--- src/hdl/assert_macros.svh ---
// Assertion macros used by the RTL file of the frame deframer.
// Depends on nothing; the including module must provide clk and arst_n.
`ifndef ASSERT_MACROS_SVH
`define ASSERT_MACROS_SVH

// Checks an implication on every rising clock edge outside reset.
`define ASSERT_CLK(label, prop, msg) \
	label: assert property (@(posedge clk) disable iff (!arst_n) prop) \
	else $error(msg);

// Checks that a condition never holds on a rising clock edge outside reset.
`define ASSERT_NEVER(label, cond, msg) \
	label: assert property (@(posedge clk) disable iff (!arst_n) !(cond)) \
	else $error(msg);

`endif

--- src/hdl/lpfd_pkg.sv ---
// Constants and widths for the length-prefixed frame deframer.
// Depends on nothing; used by length_prefix_frame_deframer.
package lpfd_pkg;

	localparam int unsigned LEN_W   = 32;
	localparam int unsigned BYTE_W  = 8;
	localparam int unsigned KIND_W  = 2;
	localparam int unsigned CFG_IDX_W = 2;

	typedef logic [LEN_W-1:0]  len_t;
	typedef logic [BYTE_W-1:0] byte_t;
	typedef logic [KIND_W-1:0] kind_t;

	localparam len_t  MAX_BODY_RESET     = len_t'(1024 * 1024);
	localparam byte_t HIGHEST_TYPE_RESET = byte_t'(10);

	localparam kind_t KIND_DATA = kind_t'(0);
	localparam kind_t KIND_END  = kind_t'(1);
	localparam kind_t KIND_ERR  = kind_t'(2);

	localparam logic [CFG_IDX_W-1:0] CFG_MAX_BODY     = CFG_IDX_W'(0);
	localparam logic [CFG_IDX_W-1:0] CFG_HIGHEST_TYPE = CFG_IDX_W'(1);

endpackage

--- src/hdl/length_prefix_frame_deframer.sv ---
// Length-prefixed frame deframer: splits a byte stream into typed frames.
// Depends on lpfd_pkg and assert_macros.svh.
//
//   channel  direction  handshake              payload
//   in       input      in_valid / in_stall    rx_byte
//   out      output     out_valid / out_stall  kind, data_byte, frame_type, frame_last
//   cfg      input      cfg_we                 cfg_index, cfg_data
//
// One item is taken every cycle while in_stall is low; its result, if any, passes the input and result registers.
// The input register and the result register form a two-stage pipeline.
// in_stall rises only when both stages are full and the result is stalled.
// Reset restores the register defaults and waits for the first length byte.
`include "assert_macros.svh"

module length_prefix_frame_deframer (
	input  logic                             clk,
	input  logic                             arst_n,
	input  logic                             in_valid,
	output logic                             in_stall,
	input  logic [lpfd_pkg::BYTE_W-1:0]      rx_byte,
	output logic                             out_valid,
	input  logic                             out_stall,
	output logic [lpfd_pkg::KIND_W-1:0]      kind,
	output logic [lpfd_pkg::BYTE_W-1:0]      data_byte,
	output logic [lpfd_pkg::BYTE_W-1:0]      frame_type,
	output logic                             frame_last,
	input  logic                             cfg_we,
	input  logic [lpfd_pkg::CFG_IDX_W-1:0]   cfg_index,
	input  logic [lpfd_pkg::LEN_W-1:0]       cfg_data
);

	typedef enum logic [1:0] {
		PH_LENGTH,
		PH_TYPE,
		PH_PAYLOAD
	} phase_t;

	phase_t              phase_q, phase_d;
	lpfd_pkg::len_t      max_body_q;
	lpfd_pkg::byte_t     highest_type_q;
	lpfd_pkg::len_t      length_shift_q, length_shift_d;
	logic [1:0]          hcount_q, hcount_d;
	lpfd_pkg::len_t      bytes_left_q, bytes_left_d;
	lpfd_pkg::byte_t     cur_type_q, cur_type_d;
	logic                skipping_q, skipping_d;
	logic                halted_q, halted_d;

	logic                valid_s1;
	lpfd_pkg::byte_t     byte_s1;

	logic                out_valid_q;
	lpfd_pkg::kind_t     kind_q;
	lpfd_pkg::byte_t     data_q;
	lpfd_pkg::byte_t     type_q;
	logic                last_q;

	logic                adv;
	logic                in_acc;
	logic                emit;
	lpfd_pkg::kind_t     kind_d;
	lpfd_pkg::byte_t     data_d;
	lpfd_pkg::byte_t     type_d;
	logic                last_d;
	lpfd_pkg::len_t      shifted;
	lpfd_pkg::len_t      dec_left;

	assign adv      = !out_valid_q || !out_stall;
	assign in_stall = valid_s1 && !adv;
	assign in_acc   = in_valid && !in_stall;

	assign out_valid  = out_valid_q;
	assign kind       = kind_q;
	assign data_byte  = data_q;
	assign frame_type = type_q;
	assign frame_last = last_q;

	always_comb begin
		phase_d        = phase_q;
		length_shift_d = length_shift_q;
		hcount_d       = hcount_q;
		bytes_left_d   = bytes_left_q;
		cur_type_d     = cur_type_q;
		skipping_d     = skipping_q;
		halted_d       = halted_q;
		emit           = 1'b0;
		kind_d         = lpfd_pkg::KIND_DATA;
		data_d         = '0;
		type_d         = '0;
		last_d         = 1'b0;
		shifted        = {length_shift_q[lpfd_pkg::LEN_W-lpfd_pkg::BYTE_W-1:0], byte_s1};
		dec_left       = bytes_left_q - lpfd_pkg::len_t'(1);
		if (!halted_q) begin
			case (phase_q)
				PH_LENGTH: begin
					length_shift_d = shifted;
					if (hcount_q != 2'd3) begin
						hcount_d = hcount_q + 2'd1;
					end else begin
						hcount_d = 2'd0;
						if (shifted == '0 || shifted > max_body_q) begin
							halted_d = 1'b1;
							emit     = 1'b1;
							kind_d   = lpfd_pkg::KIND_ERR;
							last_d   = 1'b1;
						end else begin
							bytes_left_d   = shifted;
							length_shift_d = '0;
							phase_d        = PH_TYPE;
						end
					end
				end
				PH_TYPE: begin
					cur_type_d   = byte_s1;
					skipping_d   = byte_s1 > highest_type_q;
					bytes_left_d = dec_left;
					if (dec_left == '0) begin
						phase_d = PH_LENGTH;
						emit    = !(byte_s1 > highest_type_q);
						kind_d  = lpfd_pkg::KIND_END;
						type_d  = byte_s1;
						last_d  = 1'b1;
					end else begin
						phase_d = PH_PAYLOAD;
					end
				end
				default: begin
					if (bytes_left_q != '0) begin
						bytes_left_d = dec_left;
					end
					if (bytes_left_d == '0) begin
						phase_d = PH_LENGTH;
					end
					emit   = !skipping_q;
					kind_d = lpfd_pkg::KIND_DATA;
					data_d = byte_s1;
					type_d = cur_type_q;
					last_d = (bytes_left_d == '0);
				end
			endcase
		end
	end

	always_ff @(posedge clk or negedge arst_n) begin
		if (!arst_n) begin
			max_body_q     <= lpfd_pkg::MAX_BODY_RESET;
			highest_type_q <= lpfd_pkg::HIGHEST_TYPE_RESET;
		end else if (cfg_we) begin
			case (cfg_index)
				lpfd_pkg::CFG_MAX_BODY:     max_body_q     <= cfg_data;
				lpfd_pkg::CFG_HIGHEST_TYPE: highest_type_q <= cfg_data[lpfd_pkg::BYTE_W-1:0];
				default: ;
			endcase
		end
	end

	always_ff @(posedge clk or negedge arst_n) begin
		if (!arst_n) begin
			valid_s1 <= 1'b0;
		end else if (in_acc) begin
			valid_s1 <= 1'b1;
		end else if (adv) begin
			valid_s1 <= 1'b0;
		end
	end

	always_ff @(posedge clk) begin
		if (in_acc) begin
			byte_s1 <= rx_byte;
		end
	end

	always_ff @(posedge clk or negedge arst_n) begin
		if (!arst_n) begin
			phase_q        <= PH_LENGTH;
			length_shift_q <= '0;
			hcount_q       <= 2'd0;
			bytes_left_q   <= '0;
			cur_type_q     <= '0;
			skipping_q     <= 1'b0;
			halted_q       <= 1'b0;
			out_valid_q    <= 1'b0;
		end else if (adv) begin
			out_valid_q <= valid_s1 && emit;
			if (valid_s1) begin
				phase_q        <= phase_d;
				length_shift_q <= length_shift_d;
				hcount_q       <= hcount_d;
				bytes_left_q   <= bytes_left_d;
				cur_type_q     <= cur_type_d;
				skipping_q     <= skipping_d;
				halted_q       <= halted_d;
			end
		end
	end

	always_ff @(posedge clk) begin
		if (adv && valid_s1) begin
			kind_q <= kind_d;
			data_q <= data_d;
			type_q <= type_d;
			last_q <= last_d;
		end
	end

	// Once an error item has been taken, no further item may follow.
	`ASSERT_CLK(a_err_final, out_valid && !out_stall && kind == lpfd_pkg::KIND_ERR
		|=> !out_valid, "result after length error")
	// Length bytes are only counted while the length is being gathered.
	`ASSERT_CLK(a_hcount_phase, hcount_q != 2'd0 |-> phase_q == PH_LENGTH,
		"header count outside length phase")
	// The payload phase always has at least one byte still to come.
	`ASSERT_NEVER(a_payload_left, phase_q == PH_PAYLOAD && bytes_left_q == '0,
		"payload phase with no bytes left")

endmodule

--- config.mk ---
export PLATFORM = sky130hd
export DESIGN_NAME = length_prefix_frame_deframer
export DESIGN_NICKNAME = d
export VERILOG_FILES = /design/src/hdl/lpfd_pkg.sv /design/src/hdl/length_prefix_frame_deframer.sv
export VERILOG_INCLUDE_DIRS = /design/src /design/src/hdl
export SDC_FILE = /design/constraint.sdc
export NUM_CORES = 1
export LEC_CHECK = 0
export ABC_CLOCK_PERIOD_IN_PS = 3730
export BUFFER_PORTS_ARGS = -buffer_cell sky130_fd_sc_hd__buf_2
export CAP_MARGIN = 25
export CORE_MARGIN = 2
export CORE_UTILIZATION = 55
export DETAILED_ROUTE_END_ITERATION = 10
export GPL_TIMING_DRIVEN = 0
export PLACE_DENSITY_LB_ADDON = 0.1
export SLEW_MARGIN = 20
export SYNTH_ARGS = -nofsm -noshare
export SYNTH_HDL_FRONTEND = slang
export SYNTH_SLANG_ARGS = --single-unit
--- constraint.sdc ---
create_clock -name clk -period 3.73 [get_ports clk]
set_input_delay 0.373 -clock clk [delete_from_list [all_inputs] [get_ports clk]]
set_output_delay 0.373 -clock clk [all_outputs]
set_load 0.05 [all_outputs]
# Word level (Yosys, flattened, before mapping)
# Index checks and enable logic that the tools add are counted.
dict set report word_totals {
  in_bits 47
  word_cells 86
  ff_bits 139
  out_inout_bits 21
}
dict set report op_classes {
  order_cmp 2
  reduce_logical 29
  eq_ne 5
  n_bitwise 1
  mux 31
  addsub 2
}
# cell count
set op_table {}
lappend op_table {{$mux 32} 5}
lappend op_table {{$logic_not 32->1} 3}
lappend op_table {{$pmux 32 s2} 1}
lappend op_table {{$mux 24} 2}
lappend op_table {{$gt 32x32->1} 1}
lappend op_table {{$reduce_bool 32->1} 1}
lappend op_table {{$sub 32x1->32 const B} 1}
lappend op_table {{$pmux 8 s2} 1}
lappend op_table {{$mux 2} 7}
lappend op_table {{$mux 1} 10}
lappend op_table {{$gt 8x8->1} 1}
lappend op_table {{$mux 8} 1}
lappend op_table {{$pmux 2 s2} 2}
lappend op_table {{$reduce_and 4->1} 2}
lappend op_table {{$logic_not 1->1} 6}
lappend op_table {{$ne 2x2->1 const B} 3}
lappend op_table {{$reduce_and 2->1} 3}
lappend op_table {{$reduce_and 6->1} 1}
lappend op_table {{$reduce_and 5->1} 1}
lappend op_table {{$eq 2x1->1 const B} 2}
lappend op_table {{$logic_and 1x1->1} 4}
lappend op_table {{$logic_not 2->1} 2}
lappend op_table {{$pmux 1 s2} 2}
lappend op_table {{$reduce_bool 3->1} 1}
lappend op_table {{other kinds (6)} 7}

# Logic depth before layout (Yosys ltp)
dict set report logic_depth {
  depth_word 7
  depth_mapped 12
  depth_no_buf 10
}

# Worst setup path before layout
# Ideal clock, no wire load.
dict set report synth_path {
  path_type {register to register}
  from {register bytes_left_q[0]}
  to {register last_q (netlist: frame_last) (data pin)}
  setup_time_ns 0.130
  t_arrival_ns 3.040
  path_buffers 1
  t_required_ns 3.600
  slack_ns 0.559
  path_stages_with_launch 12
  synth_period_minus_slack_ns 3.171
  path_cell_list {dfrtp_1 -> buf_6 -> inv_1 -> ha_1 -> nor3b_1 -> nand3_1 -> nor3_1 -> xnor2_1 -> nand4_1 -> or4_4 -> o211ai_2 -> o211a_1}
}
dict set report synth_via {
  elab_chain_len 6
  word_cells_on_any_way 9
  classes_between {add/sub: 1; mux: 5; reduce/logical: 3}
}
# element line
set synth_rtl {}
lappend synth_rtl {{from (decl)} length_prefix_frame_deframer.sv:43} ;# lpfd_pkg::len_t bytes_left_q, bytes_left_d;
lappend synth_rtl {{from (signal assigned)} length_prefix_frame_deframer.sv:188} ;# bytes_left_q <= bytes_left_d;
lappend synth_rtl {{$sub 32x1->32 or $reduce_bool 32->1 (tied branches)} {length_prefix_frame_deframer.sv:91, length_prefix_frame_deframer.sv:127}}
lappend synth_rtl {{$mux 32} length_prefix_frame_deframer.sv:127} ;# if (bytes_left_q != '0) begin
lappend synth_rtl {{$mux 32} length_prefix_frame_deframer.sv:93} ;# case (phase_q)
lappend synth_rtl {{$mux 32} length_prefix_frame_deframer.sv:92} ;# if (!halted_q) begin
lappend synth_rtl {{$logic_not 32->1} length_prefix_frame_deframer.sv:137} ;# last_d = (bytes_left_d == '0);
lappend synth_rtl {{$pmux 1 s2 (*)} length_prefix_frame_deframer.sv:93}
lappend synth_rtl {{to (signal assigned)} length_prefix_frame_deframer.sv:201} ;# last_q <= last_d;
lappend synth_rtl {{to (decl)} length_prefix_frame_deframer.sv:55} ;# logic last_q;
# Mark *: on every way between the ends. The rest lies on a longest branch, timed or not. The select of a mux whose other input is x is not followed.
# A chain may end at the register's enable or synchronous reset.

# Worst setup path in the final report
dict set report layout_path {
  from {register bytes_left_q[1]}
  to {register type_q[2] (netlist: frame_type[2]) (data pin)}
}
dict set report layout_via {
  elab_chain_len 4
}
# element line
set layout_rtl {}
lappend layout_rtl {{$sub 32x1->32} length_prefix_frame_deframer.sv:91} ;# dec_left = bytes_left_q - lpfd_pkg::len_t'(1);
lappend layout_rtl {{$logic_not 32->1} length_prefix_frame_deframer.sv:116} ;# if (dec_left == '0) begin
lappend layout_rtl {{$mux 8} length_prefix_frame_deframer.sv:116}
lappend layout_rtl {{$pmux 8 s2} length_prefix_frame_deframer.sv:93}
lappend layout_rtl {{to (signal assigned)} length_prefix_frame_deframer.sv:200} ;# type_q <= type_d;
lappend layout_rtl {{to (decl)} length_prefix_frame_deframer.sv:54} ;# lpfd_pkg::byte_t type_q;
# No other way between the ends.

==> flow_summary.toml <==
[job]
cap_violations = 0

[route]
first_iter_violations = 617
num_vias = 7168
route.antenna.remaining_nets = 0
wl_mm = 23.7
drcViolationCount = 0
routed_via_density = 6.25
wl_per_cell_um = 20.6
dr.pass1.iters = 5

[setup_path]
crit_required_ns = 4.02
regToRegStartpoint = "bytes_left_q[1]$_DFFE_PN0P_"
critPathArrivalTime_ns = 3.86
crit_start = "bytes_left_q[1]$_DFFE_PN0P_"
r2r-end = "frame_type[2]$_SDFFCE_PP0P_"
startpoint_type = "flop"
regToRegSetupSlack_ns = 0.16
cp_max_fo = 8
crit_path_end_kind = "flop"
worstSetupPathType = "flop to flop"
reg2regPathDepth = 13

[global_route]
track_usage_pct = 33.0
grt_pass1_wl_mm = 37.5
grt_pass1_vias = 6804
antenna_found_initial = 0
grt-ovfl-total = 0
grt_max_degree = 75

[sta]
skew_ns = 0.00706
finalHoldViolCount = 0
worst_pin_slew_ns = 0.951
rsz0062_at_grt = "no"
whs_ns = 0.121
min_period_over_period_pct = 95.7
setup_viol = 0
fin_setup_tns_ns = 0
min_period_ns = 3.57
drv_slew = 0
fmax_ghz = 0.280
max-slew-margin-rel_pct = 36.5

[yosys]
synth_area_um2 = 7890
synthMuxAreaShare_pct = 1.82
ys_seq_area_share_pct = 45.9
synth_fa_ha_area_share_pct = 6.82
synth_top_family_by_area = "simple AND/OR/NAND/NOR gates"
ys_ff_latch = 139
synth_async_sr_flop_share_pct = 80.6
synth_edf_count = 27
syn_nets = 952
synth_commonest_cells = "nand2_1 (141), dfrtp_1 (109), o21ai_0 (95), nor2_1 (60), inv_1 (58)"
syn_area_per_cell_um2 = 9.15
synth_most_common_cell = "nand2_1"
synth_cells = 862
synth_flop_cell = "dfrtp_1"
yosys.area_share.simple_pct = 21.3
yosys.area.top_type = "dfrtp_1"
synth_compound_area_share_pct = 17.0
yosys_warnings = 0
synth.distinct_cells = 75
synth_xor_xnor_area_share_pct = 1.89
synth_top_area_share_pct = 34.6
synth.area.top_cells = "dfrtp_1 (35%), edfxtp_1 (10%), ha_1 (6.8%)"

[cts]
cts_sinks = 139
numCtsBuffers = 17
insertion_delay_ns = 0.42
cts_root_buf = "clkbuf_16"
clk_transition_reported_paths_ns = 0.06
ctsHtreeMaxLevel = 4
cts_tree = "yes"
max-clock-path-buffers = 2

[worst_hold_path]
holdPathEnd = "byte_s1[7]$_DFFE_PP_"
hold_class = "input port to flop"
min_path_cells = 1
hold_start = "rx_byte[7]"

[finish]
num_antenna_cells = 0
utilization_pct = 65.3
syn_to_final_growth_pct = 15.3
fillers = 1158
stdcell_area_um2 = 9090
drive_gt1_share_pct = 15.7
fin_nets = 1044

[die]
dieHeight_um = 124
die-area_um2 = 15300
row_count = 43
start_util_pct = 56.6
io_pins = 68
floorplan.die.width_um = 124
design.core.area_um2 = 13900

[place]
portBuffers = 67
place_area_um2 = 8480
post-dp-hpwl_mm = 16.5
gp_congestion = 0.943

[power_and_ir_drop]
power_uw = 3570
powerDensity_nw_per_um2 = 393
max-vdd-ir-drop_v = 0.000353
p_leak_uw = 0.00400

[status]
status = "completed"
-- state kept, by name (all words and copies together), names as in the netlist, 2 cells and up --
register	count
byte_s1	8
data_byte	8
frame_type	8
bytes_left_q	32
length_shift_q	24
hcount_q	2
phase_q	2
max_body_q	32
highest_type_q	8
cur_type_q	8
kind	2
-- through the flow --
stage / worst slack (ns) / cells
after global routing: 0.00225 / 1146
final: 0.161 / 1146
after global placement: -0.642 / 1109
after CTS: 0.0718 / 1142
after floorplan: 0.559 / 862
after detailed placement: -0.629 / 1110
-- layout make-up --
type	count	area [µm²]	share of cell area [%]
buffer	40	204	2.24
clock buffer	23	448	4.93
clock inverter	8	71.3	0.784
inverter	58	218	2.39
multi-input combinational	625	3900	42.9
sequential	139	3620	39.8
tap	180	225	2.48
timing repair buffer	73	409	4.50
-- how the worst max path moves through the flow --
stage / slack [ns] / to
finish: 0.16 / frame_type[2]$_SDFFCE_PP0P_
global route: 0.002 / frame_type[5]$_SDFFCE_PP0P_
CTS: 0.07 / frame_type[2]$_SDFFCE_PP0P_
detailed placement: -0.63 / frame_type[2]$_SDFFCE_PP0P_
global placement: -0.64 / frame_type[2]$_SDFFCE_PP0P_
floorplan: 0.56 / frame_last$_SDFFCE_PP0P_
-- layer usage --
| layer | share of wire (%) | vias up | GRT usage [%] |
|---|---|---|---|
| li1 | - | 3289 | - |
| met4 | 3.5 | 0 | 16.1 |
| met2 | 48 | 347 | 51.6 |
| met1 | 41 | 3455 | 44.1 |
| met3 | 7.8 | 77 | 6.64 |
| met5 | 0 | - | 0 |
-- cell usage in the layout (no fill, tap or decap), types with 18 or more instances in the layout --
master    synthesis  layout
a21oi_1          38      38
buf_2             1      67
clkbuf_1         30      34
dfrtp_1         109     109
edfxtp_1         27      27
ha_1             43      43
inv_1            58      58
nand2_1         141     141
nand3_1          18      18
nor2_1           60      60
nor4_1           25      25
o21ai_0          95      95
-- power by group --
part | switching, µW | internal [µW] | total (µW)
clock | 630 | 907 | 1540
sequential | 45.1 | 1640 | 1690
combinational | 214 | 132 | 346
total | 889 | 2680 | 3570
-- logic make-up (layout without fill, tap and decap cells) --
| group | after synthesis | in the layout |
|---|---|---|
| AND/OR/NAND/NOR | 333 | 333 |
| AO/OA/AOI/OAI | 219 | 219 |
| flip-flops | 139 | 139 |
| buffers and inverters | 98 | 202 |
| adder cells (fa/ha/maj) | 43 | 43 |
| XOR/XNOR | 17 | 17 |
| multiplexers | 13 | 13 |
-- critical path, cell delays in order, from the launching register on --
cell and delay (ns):
dfrtp_1 0.44, inv_1 0.15, ha_1 0.28, or3b_1 0.37, clkbuf_1 0.28, or3_1 0.43
xor2_1 0.25, nand3_1 0.11, nor4b_1 0.34, nand4_1 0.13, buf_4 0.17, nor3_4 0.16
buf_4 0.18, a22o_1 0.14
-- repair_timing --
action | in CTS | in global routing
hold endpoints to repair | 37 | 0
endpoints found under the setup margin | 45 | 31
pin swaps | 0 | 3
hold buffers | 1 | 0
buffers inserted | 0 | 4
resized for setup | 6 | 6
No activity file was read; power rests on OpenSTA's default activity.
